## src/design/qcenc_pkg.sv

```systemverilog
package qcenc_pkg;

  // fixed field widths of the ports
  localparam int DATA_W       = 32;
  localparam int GEN_ROW_W    = 3;
  localparam int GEN_SEG_W    = 2;
  localparam int OUT_SEG_W    = 2;
  localparam int CFG_IDX_W    = 1;
  localparam int CFG_DATA_W   = 4;
  localparam int MSG_BLOCKS_W = 4;
  localparam int PAR_BLOCKS_W = 3;

  // configuration register indexes
  localparam logic [CFG_IDX_W-1:0] CFG_MSG_BLOCKS = 1'b0;
  localparam logic [CFG_IDX_W-1:0] CFG_PAR_BLOCKS = 1'b1;

  // configuration reset values
  localparam logic [MSG_BLOCKS_W-1:0] MSG_BLOCKS_RST = 4'd8;
  localparam logic [PAR_BLOCKS_W-1:0] PAR_BLOCKS_RST = 3'd4;

  // input operation codes
  localparam logic OP_LOAD = 1'b0;
  localparam logic OP_MSG  = 1'b1;

  // result kinds
  localparam logic KIND_SYS = 1'b0;
  localparam logic KIND_PAR = 1'b1;

  // accumulator command from the pipeline control
  typedef struct packed {
    logic step;     // a message bit leaves the read stage
    logic msg_bit;  // value of that bit
    logic clear;    // last parity word enters the output register
  } acc_cmd_t;

endpackage

```

## src/design/qcenc_gen_bank.sv

```systemverilog
module qcenc_gen_bank #(
  parameter int DEPTH = 8,
  parameter int WIDTH = 32,
  localparam int AW = (DEPTH > 1) ? $clog2(DEPTH) : 1
) (
  input  logic             clk_i,
  input  logic             we_i,
  input  logic [AW-1:0]    waddr_i,
  input  logic [WIDTH-1:0] wdata_i,
  input  logic             re_i,
  input  logic [AW-1:0]    raddr_i,
  output logic [WIDTH-1:0] rdata_o
);

  logic [WIDTH-1:0] mem [DEPTH];
  logic [WIDTH-1:0] rdata_q;

  // one write port, one registered read port
  always_ff @(posedge clk_i) begin
    if (we_i) begin
      mem[waddr_i] <= wdata_i;
    end
    if (re_i) begin
      rdata_q <= mem[raddr_i];
    end
  end

  assign rdata_o = rdata_q;

endmodule

```

## src/design/qcenc_frame_ctrl.sv

```systemverilog
module qcenc_frame_ctrl #(
  parameter int CIRCULANT_SIZE = 32,
  parameter int MSG_BLOCK_MAX = 8,
  parameter int PARITY_BLOCK_MAX = 4,
  localparam int ROW_W = (MSG_BLOCK_MAX > 1) ? $clog2(MSG_BLOCK_MAX) : 1,
  localparam int OFF_W = $clog2(CIRCULANT_SIZE),
  localparam int SEG_W = (PARITY_BLOCK_MAX > 1) ? $clog2(PARITY_BLOCK_MAX) : 1,
  localparam int PBC_W = SEG_W + 1
) (
  input  logic                                 clk_i,
  input  logic                                 rst_ni,
  input  logic                                 cfg_we_i,
  input  logic [qcenc_pkg::CFG_IDX_W-1:0]      cfg_idx_i,
  input  logic [qcenc_pkg::CFG_DATA_W-1:0]     cfg_data_i,
  input  logic                                 step_i,
  output logic [ROW_W-1:0]                     row_o,
  output logic [OFF_W-1:0]                     off_o,
  output logic                                 frame_end_o,
  output logic [PBC_W-1:0]                     par_blocks_o
);

  import qcenc_pkg::*;

  localparam int MBC_W = ROW_W + 1;

  logic [MSG_BLOCKS_W-1:0] msg_blocks_q;
  logic [PAR_BLOCKS_W-1:0] par_blocks_q;
  logic [ROW_W-1:0]        row_q, row_d;
  logic [OFF_W-1:0]        off_q, off_d;
  logic [MBC_W-1:0]        mb_eff;
  logic [MBC_W-1:0]        row_ext;
  logic                    off_wrap;

  // configuration registers
  always_ff @(posedge clk_i or negedge rst_ni) begin
    if (!rst_ni) begin
      msg_blocks_q <= MSG_BLOCKS_RST;
      par_blocks_q <= PAR_BLOCKS_RST;
    end else if (cfg_we_i) begin
      if (cfg_idx_i == CFG_MSG_BLOCKS) begin
        msg_blocks_q <= cfg_data_i[MSG_BLOCKS_W-1:0];
      end
      if (cfg_idx_i == CFG_PAR_BLOCKS) begin
        par_blocks_q <= cfg_data_i[PAR_BLOCKS_W-1:0];
      end
    end
  end

  // saturate block counts into their legal ranges
  always_comb begin
    if (msg_blocks_q == '0) begin
      mb_eff = MBC_W'(1);
    end else if (int'(msg_blocks_q) > MSG_BLOCK_MAX) begin
      mb_eff = MBC_W'(MSG_BLOCK_MAX);
    end else begin
      mb_eff = MBC_W'(msg_blocks_q);
    end
    if (par_blocks_q == '0) begin
      par_blocks_o = PBC_W'(1);
    end else if (int'(par_blocks_q) > PARITY_BLOCK_MAX) begin
      par_blocks_o = PBC_W'(PARITY_BLOCK_MAX);
    end else begin
      par_blocks_o = PBC_W'(par_blocks_q);
    end
  end

  // end of frame: at or past the last position of the current length
  assign row_ext     = MBC_W'(row_q);
  assign off_wrap    = (off_q == OFF_W'(CIRCULANT_SIZE - 1));
  assign frame_end_o = (row_ext >= mb_eff) ||
                       ((row_ext == mb_eff - MBC_W'(1)) && off_wrap);

  // row block and offset counters
  always_comb begin
    row_d = row_q;
    off_d = off_q;
    if (step_i) begin
      if (frame_end_o) begin
        row_d = '0;
        off_d = '0;
      end else if (off_wrap) begin
        off_d = '0;
        row_d = row_q + ROW_W'(1);
      end else begin
        off_d = off_q + OFF_W'(1);
      end
    end
  end

  always_ff @(posedge clk_i or negedge rst_ni) begin
    if (!rst_ni) begin
      row_q <= '0;
      off_q <= '0;
    end else begin
      row_q <= row_d;
      off_q <= off_d;
    end
  end

  assign row_o = row_q;
  assign off_o = off_q;

endmodule

```

## src/design/qcenc_parity_acc.sv

```systemverilog
module qcenc_parity_acc #(
  parameter int CIRCULANT_SIZE = 32,
  parameter int PARITY_BLOCK_MAX = 4,
  localparam int OFF_W = $clog2(CIRCULANT_SIZE),
  localparam int SEG_W = (PARITY_BLOCK_MAX > 1) ? $clog2(PARITY_BLOCK_MAX) : 1
) (
  input  logic                                                 clk_i,
  input  logic                                                 rst_ni,
  input  qcenc_pkg::acc_cmd_t                                  cmd_i,
  input  logic [OFF_W-1:0]                                     off_i,
  input  logic [PARITY_BLOCK_MAX-1:0][CIRCULANT_SIZE-1:0]      gen_words_i,
  input  logic [SEG_W-1:0]                                     rd_idx_i,
  output logic [CIRCULANT_SIZE-1:0]                            rd_word_o
);

  import qcenc_pkg::*;

  logic [PARITY_BLOCK_MAX-1:0][CIRCULANT_SIZE-1:0]   acc_q, acc_d;
  logic [PARITY_BLOCK_MAX-1:0][2*CIRCULANT_SIZE-1:0] dbl;

  // rotate each segment word toward higher index and fold it in
  always_comb begin
    acc_d = acc_q;
    for (int s = 0; s < PARITY_BLOCK_MAX; s++) begin
      dbl[s] = {gen_words_i[s], gen_words_i[s]} << off_i;
    end
    if (cmd_i.clear) begin
      acc_d = '0;
    end else if (cmd_i.step && cmd_i.msg_bit) begin
      for (int s = 0; s < PARITY_BLOCK_MAX; s++) begin
        acc_d[s] = acc_q[s] ^ dbl[s][2*CIRCULANT_SIZE-1:CIRCULANT_SIZE];
      end
    end
  end

  always_ff @(posedge clk_i or negedge rst_ni) begin
    if (!rst_ni) begin
      acc_q <= '0;
    end else begin
      acc_q <= acc_d;
    end
  end

  assign rd_word_o = acc_q[rd_idx_i];

endmodule

```

## src/design/qc_ldpc_circulant_encoder_unit.sv

```systemverilog
// channel  | handshake                 | payload
// ---------+---------------------------+---------------------------------------------
// input    | in_valid_i / in_ready_o   | op_i gen_row_i gen_segment_i gen_word_i msg_bit_i
// output   | out_valid_o / out_ready_i | kind_o data_o segment_o last_o
// config   | cfg_we_i                  | cfg_idx_i cfg_data_i
//
// A message bit passes the read stage (generator read), then enters the output register
// as its systematic beat and folds into the accumulator; one bit per cycle is sustained
// unless the output stalls. The last bit of a frame is followed by parity_blocks parity
// beats, one per cycle unless the output stalls, during which no new bit moves past the
// read stage. Reset clears the position and the accumulator and sets eight message and
// four parity blocks; the generator memory holds nothing defined until it is loaded.
// A stalled output holds its beat; one more message bit waits in the read stage.
module qc_ldpc_circulant_encoder_unit #(
  parameter int CIRCULANT_SIZE = 32,
  parameter int MSG_BLOCK_MAX = 8,
  parameter int PARITY_BLOCK_MAX = 4
) (
  input  logic                                 clk_i,
  input  logic                                 rst_ni,
  input  logic                                 in_valid_i,
  output logic                                 in_ready_o,
  input  logic                                 op_i,
  input  logic [qcenc_pkg::GEN_ROW_W-1:0]      gen_row_i,
  input  logic [qcenc_pkg::GEN_SEG_W-1:0]      gen_segment_i,
  input  logic [qcenc_pkg::DATA_W-1:0]         gen_word_i,
  input  logic                                 msg_bit_i,
  output logic                                 out_valid_o,
  input  logic                                 out_ready_i,
  output logic                                 kind_o,
  output logic [qcenc_pkg::DATA_W-1:0]         data_o,
  output logic [qcenc_pkg::OUT_SEG_W-1:0]      segment_o,
  output logic                                 last_o,
  input  logic                                 cfg_we_i,
  input  logic [qcenc_pkg::CFG_IDX_W-1:0]      cfg_idx_i,
  input  logic [qcenc_pkg::CFG_DATA_W-1:0]     cfg_data_i
);

  import qcenc_pkg::*;

  localparam int ROW_W = (MSG_BLOCK_MAX > 1) ? $clog2(MSG_BLOCK_MAX) : 1;
  localparam int OFF_W = $clog2(CIRCULANT_SIZE);
  localparam int SEG_W = (PARITY_BLOCK_MAX > 1) ? $clog2(PARITY_BLOCK_MAX) : 1;
  localparam int PBC_W = SEG_W + 1;

  logic                   in_acc, msg_acc, load_acc, row_ok;
  logic [ROW_W-1:0]       cur_row;
  logic [OFF_W-1:0]       cur_off;
  logic                   cur_end;
  logic [PBC_W-1:0]       par_blocks;

  logic [PARITY_BLOCK_MAX-1:0][CIRCULANT_SIZE-1:0] gen_words;
  logic [CIRCULANT_SIZE-1:0] par_word;
  acc_cmd_t               acc_cmd;

  // read stage
  logic                   s1_valid_q;
  logic                   s1_bit_q;
  logic [OFF_W-1:0]       s1_off_q;
  logic                   s1_end_q;

  // parity emission
  logic                   pend_q;
  logic [SEG_W-1:0]       par_idx_q;
  logic [PBC_W-1:0]       pb_q;
  logic                   par_last;

  // output register
  logic                   out_valid_q;
  logic                   kind_q;
  logic [DATA_W-1:0]      data_q;
  logic [OUT_SEG_W-1:0]   seg_q;
  logic                   last_q;

  logic                   out_free, adv, par_load;

  // handshake
  assign out_free   = !out_valid_q || out_ready_i;
  assign adv        = s1_valid_q && out_free && !pend_q;
  assign par_load   = pend_q && out_free;
  assign in_ready_o = !s1_valid_q || adv;
  assign in_acc     = in_valid_i && in_ready_o;
  assign msg_acc    = in_acc && (op_i == OP_MSG);
  assign load_acc   = in_acc && (op_i == OP_LOAD);
  assign row_ok     = int'(gen_row_i) < MSG_BLOCK_MAX;
  assign par_last   = (PBC_W'(par_idx_q) == pb_q - PBC_W'(1));

  // frame position and configuration
  qcenc_frame_ctrl #(
    .CIRCULANT_SIZE  (CIRCULANT_SIZE),
    .MSG_BLOCK_MAX   (MSG_BLOCK_MAX),
    .PARITY_BLOCK_MAX(PARITY_BLOCK_MAX)
  ) u_frame_ctrl (
    .clk_i       (clk_i),
    .rst_ni      (rst_ni),
    .cfg_we_i    (cfg_we_i),
    .cfg_idx_i   (cfg_idx_i),
    .cfg_data_i  (cfg_data_i),
    .step_i      (msg_acc),
    .row_o       (cur_row),
    .off_o       (cur_off),
    .frame_end_o (cur_end),
    .par_blocks_o(par_blocks)
  );

  // generator memory, one bank per parity segment
  for (genvar s = 0; s < PARITY_BLOCK_MAX; s++) begin : g_bank
    logic bank_we;
    assign bank_we = load_acc && row_ok && (int'(gen_segment_i) == s);
    qcenc_gen_bank #(
      .DEPTH(MSG_BLOCK_MAX),
      .WIDTH(CIRCULANT_SIZE)
    ) u_gen_bank (
      .clk_i  (clk_i),
      .we_i   (bank_we),
      .waddr_i(ROW_W'(gen_row_i)),
      .wdata_i(CIRCULANT_SIZE'(gen_word_i)),
      .re_i   (msg_acc),
      .raddr_i(cur_row),
      .rdata_o(gen_words[s])
    );
  end

  // parity accumulator
  assign acc_cmd.step    = adv;
  assign acc_cmd.msg_bit = s1_bit_q;
  assign acc_cmd.clear   = par_load && par_last;

  qcenc_parity_acc #(
    .CIRCULANT_SIZE  (CIRCULANT_SIZE),
    .PARITY_BLOCK_MAX(PARITY_BLOCK_MAX)
  ) u_parity_acc (
    .clk_i      (clk_i),
    .rst_ni     (rst_ni),
    .cmd_i      (acc_cmd),
    .off_i      (s1_off_q),
    .gen_words_i(gen_words),
    .rd_idx_i   (par_idx_q),
    .rd_word_o  (par_word)
  );

  // read stage control
  always_ff @(posedge clk_i or negedge rst_ni) begin
    if (!rst_ni) begin
      s1_valid_q <= 1'b0;
    end else if (msg_acc) begin
      s1_valid_q <= 1'b1;
    end else if (adv) begin
      s1_valid_q <= 1'b0;
    end
  end

  // read stage payload
  always_ff @(posedge clk_i) begin
    if (msg_acc) begin
      s1_bit_q <= msg_bit_i;
      s1_off_q <= cur_off;
      s1_end_q <= cur_end;
    end
  end

  // parity emission state
  always_ff @(posedge clk_i or negedge rst_ni) begin
    if (!rst_ni) begin
      pend_q    <= 1'b0;
      par_idx_q <= '0;
      pb_q      <= '0;
    end else if (adv && s1_end_q) begin
      pend_q    <= 1'b1;
      par_idx_q <= '0;
      pb_q      <= par_blocks;
    end else if (par_load) begin
      if (par_last) begin
        pend_q <= 1'b0;
      end else begin
        par_idx_q <= par_idx_q + SEG_W'(1);
      end
    end
  end

  // output register valid
  always_ff @(posedge clk_i or negedge rst_ni) begin
    if (!rst_ni) begin
      out_valid_q <= 1'b0;
    end else if (par_load || adv) begin
      out_valid_q <= 1'b1;
    end else if (out_ready_i) begin
      out_valid_q <= 1'b0;
    end
  end

  // output register payload
  always_ff @(posedge clk_i) begin
    if (par_load) begin
      kind_q <= KIND_PAR;
      data_q <= DATA_W'(par_word);
      seg_q  <= OUT_SEG_W'(par_idx_q);
      last_q <= par_last;
    end else if (adv) begin
      kind_q <= KIND_SYS;
      data_q <= DATA_W'(s1_bit_q);
      seg_q  <= '0;
      last_q <= 1'b0;
    end
  end

  assign out_valid_o = out_valid_q;
  assign kind_o      = kind_q;
  assign data_o      = data_q;
  assign segment_o   = seg_q;
  assign last_o      = last_q;

endmodule

```

## config.mk

```make
export PLATFORM = sky130hd
export DESIGN_NAME = qc_ldpc_circulant_encoder_unit
export DESIGN_NICKNAME = d
export VERILOG_FILES = /design/src/design/qcenc_pkg.sv /design/src/design/qcenc_gen_bank.sv /design/src/design/qcenc_frame_ctrl.sv /design/src/design/qcenc_parity_acc.sv /design/src/design/qc_ldpc_circulant_encoder_unit.sv
export SDC_FILE = /design/constraint.sdc
export NUM_CORES = 1
export LEC_CHECK = 0
export ABC_AREA = 0
export BUFFER_PORTS_ARGS = -buffer_cell sky130_fd_sc_hd__buf_4
export CAP_MARGIN = 20
export CORE_UTILIZATION = 50
export CTS_BUF_LIST = sky130_fd_sc_hd__clkbuf_16
export DETAILED_ROUTE_END_ITERATION = 16
export GPL_TIMING_DRIVEN = 0
export PLACE_DENSITY = 0.66
export SLEW_MARGIN = 10
export SYNTH_ARGS = -nofsm -noshare
export SYNTH_HDL_FRONTEND = slang
export SYNTH_SLANG_ARGS = --single-unit
```

## constraint.sdc

```tcl
create_clock -name clk_i -period 6.2 [get_ports clk_i]
set_input_delay 1.24 -clock clk_i [delete_from_list [all_inputs] [get_ports clk_i]]
set_output_delay 1.24 -clock clk_i [all_outputs]
set_load 0.02 [all_outputs]
```

After elaboration in Yosys (flattened, before gate mapping)
Memory sizes are Yosys's and may differ from the RTL's. A register that Yosys moved wholly into a read port is not among the register bits.
Index checks and enable logic that the tools add are counted.
{ "totals": {"register_bits": 194, "mem_bits_rw": 1024, "inputBits": 49, "out_inout_bits": 38, "elab_cells": 121, "n_memories": 4} }
{ "op_classes": {"add_sub_neg": 5, "n_lt_le_gt_ge": 4, "eq_ne": 7, "shift": 4, "n_mux": 35, "bitwise_logic": 6, "reduce_logical": 36} }
{ "memory_table": {"columns": ["name", "words", "width", "read_ports", "rd_clocked_by_memory_dff", "wr", "line", "source"], "rows": [
  ["g_bank[0].u_gen_bank.mem", 8, 32, 1, 1, 1, "qcenc_gen_bank.sv:15", "logic [WIDTH-1:0] mem [DEPTH];"],
  ["g_bank[1].u_gen_bank.mem", 8, 32, 1, 1, 1, "qcenc_gen_bank.sv:15", null],
  ["g_bank[2].u_gen_bank.mem", 8, 32, 1, 1, 1, "qcenc_gen_bank.sv:15", null],
  ["g_bank[3].u_gen_bank.mem", 8, 32, 1, 1, 1, "qcenc_gen_bank.sv:15", null]
]} }
{ "ops": {"columns": ["op", "count"], "rows": [
  ["2-to-1 mux 128 bit", 2],
  ["<< shifter 64 x 5 -> 64 bit", 4],
  ["bitwise XOR 32 bit", 4],
  ["2-to-1 mux 32 bit", 3],
  ["binary-select mux 32 bit (select 2 bit)", 1],
  ["2-to-1 mux 1 bit", 16],
  ["logical AND 1 bit", 14],
  ["nonzero test 2 bit", 7],
  ["2-to-1 mux 3 bit", 4],
  ["2-to-1 mux 2 bit", 5],
  ["2-to-1 mux 5 bit", 2],
  ["AND reduction 2 bit", 5],
  ["2-to-1 mux 4 bit", 2],
  ["adder 5 x 1 -> 5 bit, second input constant", 1],
  ["== test 5 bit, second input constant", 1],
  ["== test 2 bit, second input constant", 2],
  ["== test 3 x 4 -> 1 bit", 1],
  ["greater-or-equal comparator 3 x 4 -> 1 bit", 1],
  ["greater-than comparator 4 bit, second input constant", 1],
  ["zero test 4 bit", 1],
  ["logical OR 1 bit", 4],
  ["subtractor 4 x 1 -> 4 bit, second input constant", 1],
  ["adder 3 x 1 -> 3 bit, second input constant", 1],
  ["== test 2 x 3 -> 1 bit", 1],
  ["other kinds (10)", 13]
]} }

Longest topological paths before layout
{ "depth": {"word_depth": 10, "depth_mapped": 12, "ltp_nobuf": 11} }

By module
From an unflattened synthesis, not the netlist that was laid out.
{ "hier_totals": {"cells_unflattened": 3242, "area_unflattened_um2": 60087.6} }
{ "modules_own_cells": {"columns": ["module", "instances", "cells_per_inst", "area_each_um2", "seq_area_each_um2"], "rows": [
  ["qcenc_gen_bank", 4, 415, 10786.6, 8648.3],
  ["qcenc_parity_acc", 1, 1361, 14044.7, 3203.1],
  ["qc_ldpc_circulant_encoder_unit", 1, 140, 2037.0, 1481.4],
  ["qcenc_frame_ctrl", 1, 81, 859.6, 377.9]
]} }

Worst setup path before layout
OpenSTA, ideal clock, no wires.
{ "synth_timing": {"path_kind": "input-to-reg", "start": "in out_ready_i", "end": "reg u_frame_ctrl.row_q[1], in the netlist u_frame_ctrl.row_o[1]", "setup_ns": 0.124, "arrival_ns": 5.628, "t_required_ns": 6.076, "slack_ns": 0.448, "path_stages": 6, "n_path_buf": 0, "cell_sequence": "nor2b_1 o21ai_1 nand3_1 inv_1 o21ai_0 a22o_1"} }
{ "synth_via": {"elab_chain_len": 7} }
{ "synth_rtl": {"columns": ["element", "line", "source"], "rows": [
  ["from (decl)", "qc_ldpc_circulant_encoder_unit.sv:29", "input logic out_ready_i,"],
  ["logical OR 1 bit", "qc_ldpc_circulant_encoder_unit.sv:78", "assign out_free = !out_valid_q || out_ready_i;"],
  ["logical AND 1 bit (2 in series)", "qc_ldpc_circulant_encoder_unit.sv:79", "assign adv = s1_valid_q && out_free && !pend_q;"],
  ["logical OR 1 bit", "qc_ldpc_circulant_encoder_unit.sv:81", "assign in_ready_o = !s1_valid_q || adv;"],
  ["via in_ready_o", "qc_ldpc_circulant_encoder_unit.sv:22", "output logic in_ready_o,"],
  ["logical AND 1 bit", "qc_ldpc_circulant_encoder_unit.sv:82", "assign in_acc = in_valid_i && in_ready_o;"],
  ["logical AND 1 bit", "qc_ldpc_circulant_encoder_unit.sv:83", "assign msg_acc = in_acc && (op_i == OP_MSG);"],
  ["via g_bank[0].u_gen_bank.re_i", "qcenc_gen_bank.sv:10", "input logic re_i,"],
  ["AND reduction 2 bit (no line)", null, null],
  ["to (signal assigned)", "qcenc_frame_ctrl.sv:95", "row_q <= row_d;"],
  ["to (decl)", "qcenc_frame_ctrl.sv:28", "logic [ROW_W-1:0] row_q, row_d;"]
]} }
The timed path passes the listed nets, and every way through them passes these cells.
A chain may end at the register's enable or synchronous reset.

Final worst setup path
{ "layout_timing": {"start": "reg pend_q", "end": "reg g_bank[3].u_gen_bank.rdata_q[1] (read register of g_bank[3].u_gen_bank.mem) (enable)"} }
{ "layout_via": {"elab_chain_len": 5} }
{ "layout_rtl": {"columns": ["element", "line", "source"], "rows": [
  ["from (decl)", "qc_ldpc_circulant_encoder_unit.sv:63", "logic pend_q;"],
  ["from (signal assigned)", "qc_ldpc_circulant_encoder_unit.sv:165", "pend_q <= 1'b0;"],
  ["from (signal assigned)", "qc_ldpc_circulant_encoder_unit.sv:169", "pend_q <= 1'b1;"],
  ["from (signal assigned)", "qc_ldpc_circulant_encoder_unit.sv:174", "pend_q <= 1'b0;"],
  ["zero test 1 bit", "qc_ldpc_circulant_encoder_unit.sv:79", null],
  ["logical AND 1 bit", "qc_ldpc_circulant_encoder_unit.sv:79", null],
  ["logical OR 1 bit", "qc_ldpc_circulant_encoder_unit.sv:81", null],
  ["logical AND 1 bit", "qc_ldpc_circulant_encoder_unit.sv:82", null],
  ["logical AND 1 bit", "qc_ldpc_circulant_encoder_unit.sv:83", null],
  ["via g_bank[0].u_gen_bank.re_i", "qcenc_gen_bank.sv:10", null],
  ["to (decl)", "qcenc_gen_bank.sv:16", "logic [WIDTH-1:0] rdata_q;"]
]} }
The timed path passes the listed nets, and every way through them passes these cells.

==> flow_summary_export.csv <==
group,metric,value,unit
grt,grt.total_usage,28.2,%
floorplan,core,117000,sq um
route,wire_per_inst,32.5,microns
worst_setup_path,reg2reg_to,"g_bank[3].u_gen_bank.rdata_o[1]$_DFFE_PP_",
grt,grt_max_degree,110,
worst_setup_path,crit_arrival,4.75,ns
route,vias_per_cell,6.42,
synthesis,synth_cells,3256,
timing,timing.final.crit_share,70.1,%
worst_setup_path,cp-end-kind,"register",
worst_setup_path,critPathRequiredTime,6.60,ns
timing,holdWs,0.362,ns
clock_tree,holdBufCountCts,0,
layout,final_core_util,57.7,%
power_and_ir_drop,ir_drop,0.281,mV
worst_setup_path,critPathKind,"register to register",
timing,setup-violations-final,0,
timing,rsz0062_at_grt,"no",
synthesis,ys_seq_elements,1346,
synthesis,synth-edff-count,1194,
timing,fmax,230,MHz
clock_tree,cts.repair.resized,0,
route,drc,0,
layout,fin_cells,5161,
grt,grt_overflow,0,
timing,tightest_slew,1.13,ns
power_and_ir_drop,p_seq_share,45.1,%
synthesis,yosys.area.top_type,"edfxtp_1",
floorplan,start_util,50.7,%
timing,finalMaxSlewViolations,0,
route,drt-initial-drc-count,3944,
worst_setup_path,r2r_start,"pend_q$_DFFE_PN0P_",
worst_setup_path,rr_worst_depth,5,
worst_setup_path,ff2ff_setup_slack,1.85,ns
timing,worst_slack,1.85,ns
timing,finalCriticalPeriod,4.35,ns
power_and_ir_drop,p_leak,22.5,nW
floorplan,fp-row-count,125,
placed_design,dp_hpwl,118000,microns
clock_tree,cts_buffer_depth,3,
synthesis,syn_area,59200,sq um
hold_path,hp-class,"input port to asynchronous set/reset pin",
layout,drive_above_1_share,31.9,%
timing,worst_clock_skew,0.0428,ns
placed_design,pre_cts_slack,1.32,ns
timing,hold_violations,0,
power_and_ir_drop,powerDensity,379,nW/um^2
floorplan,ios,87,
synthesis,ys_seq_area_share,66.9,%
power_and_ir_drop,intPower,0.0177,W
clock_tree,h-tree-depth,4,
timing,relSlewSlack,24.3,%
placed_design,numPlacedInstances,4909,
power_and_ir_drop,switching_share,30.8,%
layout,areaGrowthSynthToFinish,13.8,%
layout,nets,3583,
synthesis,synth_top_area_share,60.5,%
synthesis,syn_avg_cell_area,18.2,sq um
power_and_ir_drop,p_switching,0.00787,W
grt,grt_pass1_wl,241000,microns
synthesis,yosys_warnings,0,
synthesis,synth.most_common_cell,"edfxtp_1",
placed_design,io_buffer_count,86,
route,num_vias,33100,
floorplan,die_x,346,microns
synthesis,synth-async-reset-ratio,11.2,%
placed_design,gp_congestion,0.957,
grt,grt_pass1_vias,33500,
synthesis,synth_cell_types,52,
route,postRouteAntennaNets,0,
route,routed_wl,168000,microns
synthesis,synth-main-ff-cell,"edfxtp_1",
flow_run,maxCapViolCount,0,
synthesis,synth.top_cells.by_count,"edfxtp_1 (1194), mux4_2 (344), mux2_2 (244)",
floorplan,fp.dieH,346,microns
synthesis,synth_nets,3313,
route,dr.pass1.iters,6,
clock_tree,ctsRootBufferMaster,"clkbuf_16",
clock_tree,insertion_delay,0.77,ns
clock_tree,cts_setup_buffers,0,
floorplan,die_area,120000,sq um
power_and_ir_drop,p_clk_share,31.4,%
status,status,"completed",
clock_tree,cts.sinks,1346,
power_and_ir_drop,power_frac_comb,23.5,%
synthesis,synth_area_leaders,"edfxtp_1 (61%), mux4_2 (13%), dfrtp_1 (6.3%)",
grt,antenna_found_initial,12,
worst_setup_path,crit_path_start_kind,"register",
clock_tree,cts_tree,"done",
clock_tree,cts_buffers,139,
worst_setup_path,critPathMaxFanout,73,
clock_tree,clkSlewWorstSetupHoldPaths,0.06,ns
worst max-delay path by stage:
stage | slack, ns | startpoint | endpoint | depth (start not counted)
2_1_floorplan | 0.45 | out_ready_i | u_frame_ctrl.row_o[1]$_DFFE_PN0P_ | 6
3_3_place_gp | -2.75 | out_ready_i | u_frame_ctrl.row_o[1]$_DFFE_PN0P_ | 7
3_5_place_dp | 1.32 | out_ready_i | g_bank[0].u_gen_bank.rdata_o[21]$_DFFE_PP_ | 6
4_1_cts | 2.04 | pend_q$_DFFE_PN0P_ | g_bank[0].u_gen_bank.rdata_o[21]$_DFFE_PP_ | 5
5_1_grt | 1.83 | pend_q$_DFFE_PN0P_ | g_bank[3].u_gen_bank.rdata_o[12]$_DFFE_PP_ | 5
6_report | 1.85 | pend_q$_DFFE_PN0P_ | g_bank[3].u_gen_bank.rdata_o[1]$_DFFE_PP_ | 5
layout make-up:
type	count	area, sq um
antenna	1	2.50
buffer	224	1150
clock buffer	140	3500
clock inverter	111	886
fill	8557	49400
inverter	10	45.0
multi-input combinational	1676	18600
sequential	1346	39700
tap	1524	1910
timing repair buffer	129	1630
metrics by stage:
stage | instance area (sq um) | total power [W] | setup TNS (ns)
after detailed placement | 63000 | 0.0176 | 0
after global routing | 67400 | 0.0264 | 0
final | 67400 | 0.0255 | 0
after CTS | 67400 | 0.0256 | 0
after global placement | 61800 | 0.0174 | -350.47
after floorplan | 59200 | 0.0154 | 0
logic make-up after synthesis:
family                   share of synthesized area (%)
flip-flops                                        66.9
multiplexers                                      22.6
AND/OR/NAND/NOR                                   3.96
AO/OA/AOI/OAI                                     4.25
buffers and inverters                             2.01
XOR/XNOR                                         0.118
adder cells (fa/ha/maj)                          0.169
layout by cell type, fill, tap and decap left out, drive strengths merged, types with 6 or more instances in the layout:
cell type | netlist | routed
nand2b | 122 | 122
inv | 9 | 53
clkinv | 1 | 56
nand2 | 187 | 187
clkbuf | 107 | 247
buf | 117 | 246
o22a | 12 | 12
o21ai | 55 | 55
mux2 | 247 | 247
ha | 8 | 8
nor2 | 110 | 110
dfrtp | 149 | 149
and3 | 34 | 34
o22ai | 244 | 244
mux4 | 344 | 344
nand3 | 20 | 20
edfxtp | 1194 | 1194
mux2i | 250 | 250
nand3b | 6 | 6
bufinv | 0 | 7
power groups by stage:
| stage | Sequential [W] | Clock, W | Combinational (W) |
|---|---|---|---|
| detailed placement | 0.0117 | 0 | 0.00591 |
| finish | 0.0115 | 0.00802 | 0.00599 |
| global placement | 0.0117 | 0 | 0.00575 |
| global route | 0.0116 | 0.00847 | 0.00636 |
| CTS | 0.0115 | 0.00813 | 0.00594 |
| floorplan | 0.0114 | 0 | 0.00399 |
worst max-delay path, cell delays in order (launching register included):
cell      delay (ns)
dfrtp_1         0.37
clkbuf_1        0.26
o21ai_1         0.95
nand3_1         1.04
inv_8           0.84
buf_16          0.37
state kept, by name, summed over array words and instances, names as in the netlist, 2 cells and up:
signal	flops
s1_off_q	5
u_frame_ctrl.off_o	5
pb_q	3
par_idx_q	2
u_frame_ctrl.msg_blocks_q	4
g_bank.u_gen_bank.rdata_o	128
u_frame_ctrl.row_o	3
u_frame_ctrl.par_blocks_q	3
u_parity_acc.acc_q	128
g_bank.u_gen_bank.mem	1024
data_o	32
segment_o	2
per-layer routing:
metal  vias up  GRT usage [%]  wire, microns
li1      13700              -              -
met1     17500           40.0          69700
met2      1635           44.1          78400
met3       287           4.87          13600
met4         8           10.1           6130
met5         -              0             48
(Power assumes the default switching activity.)
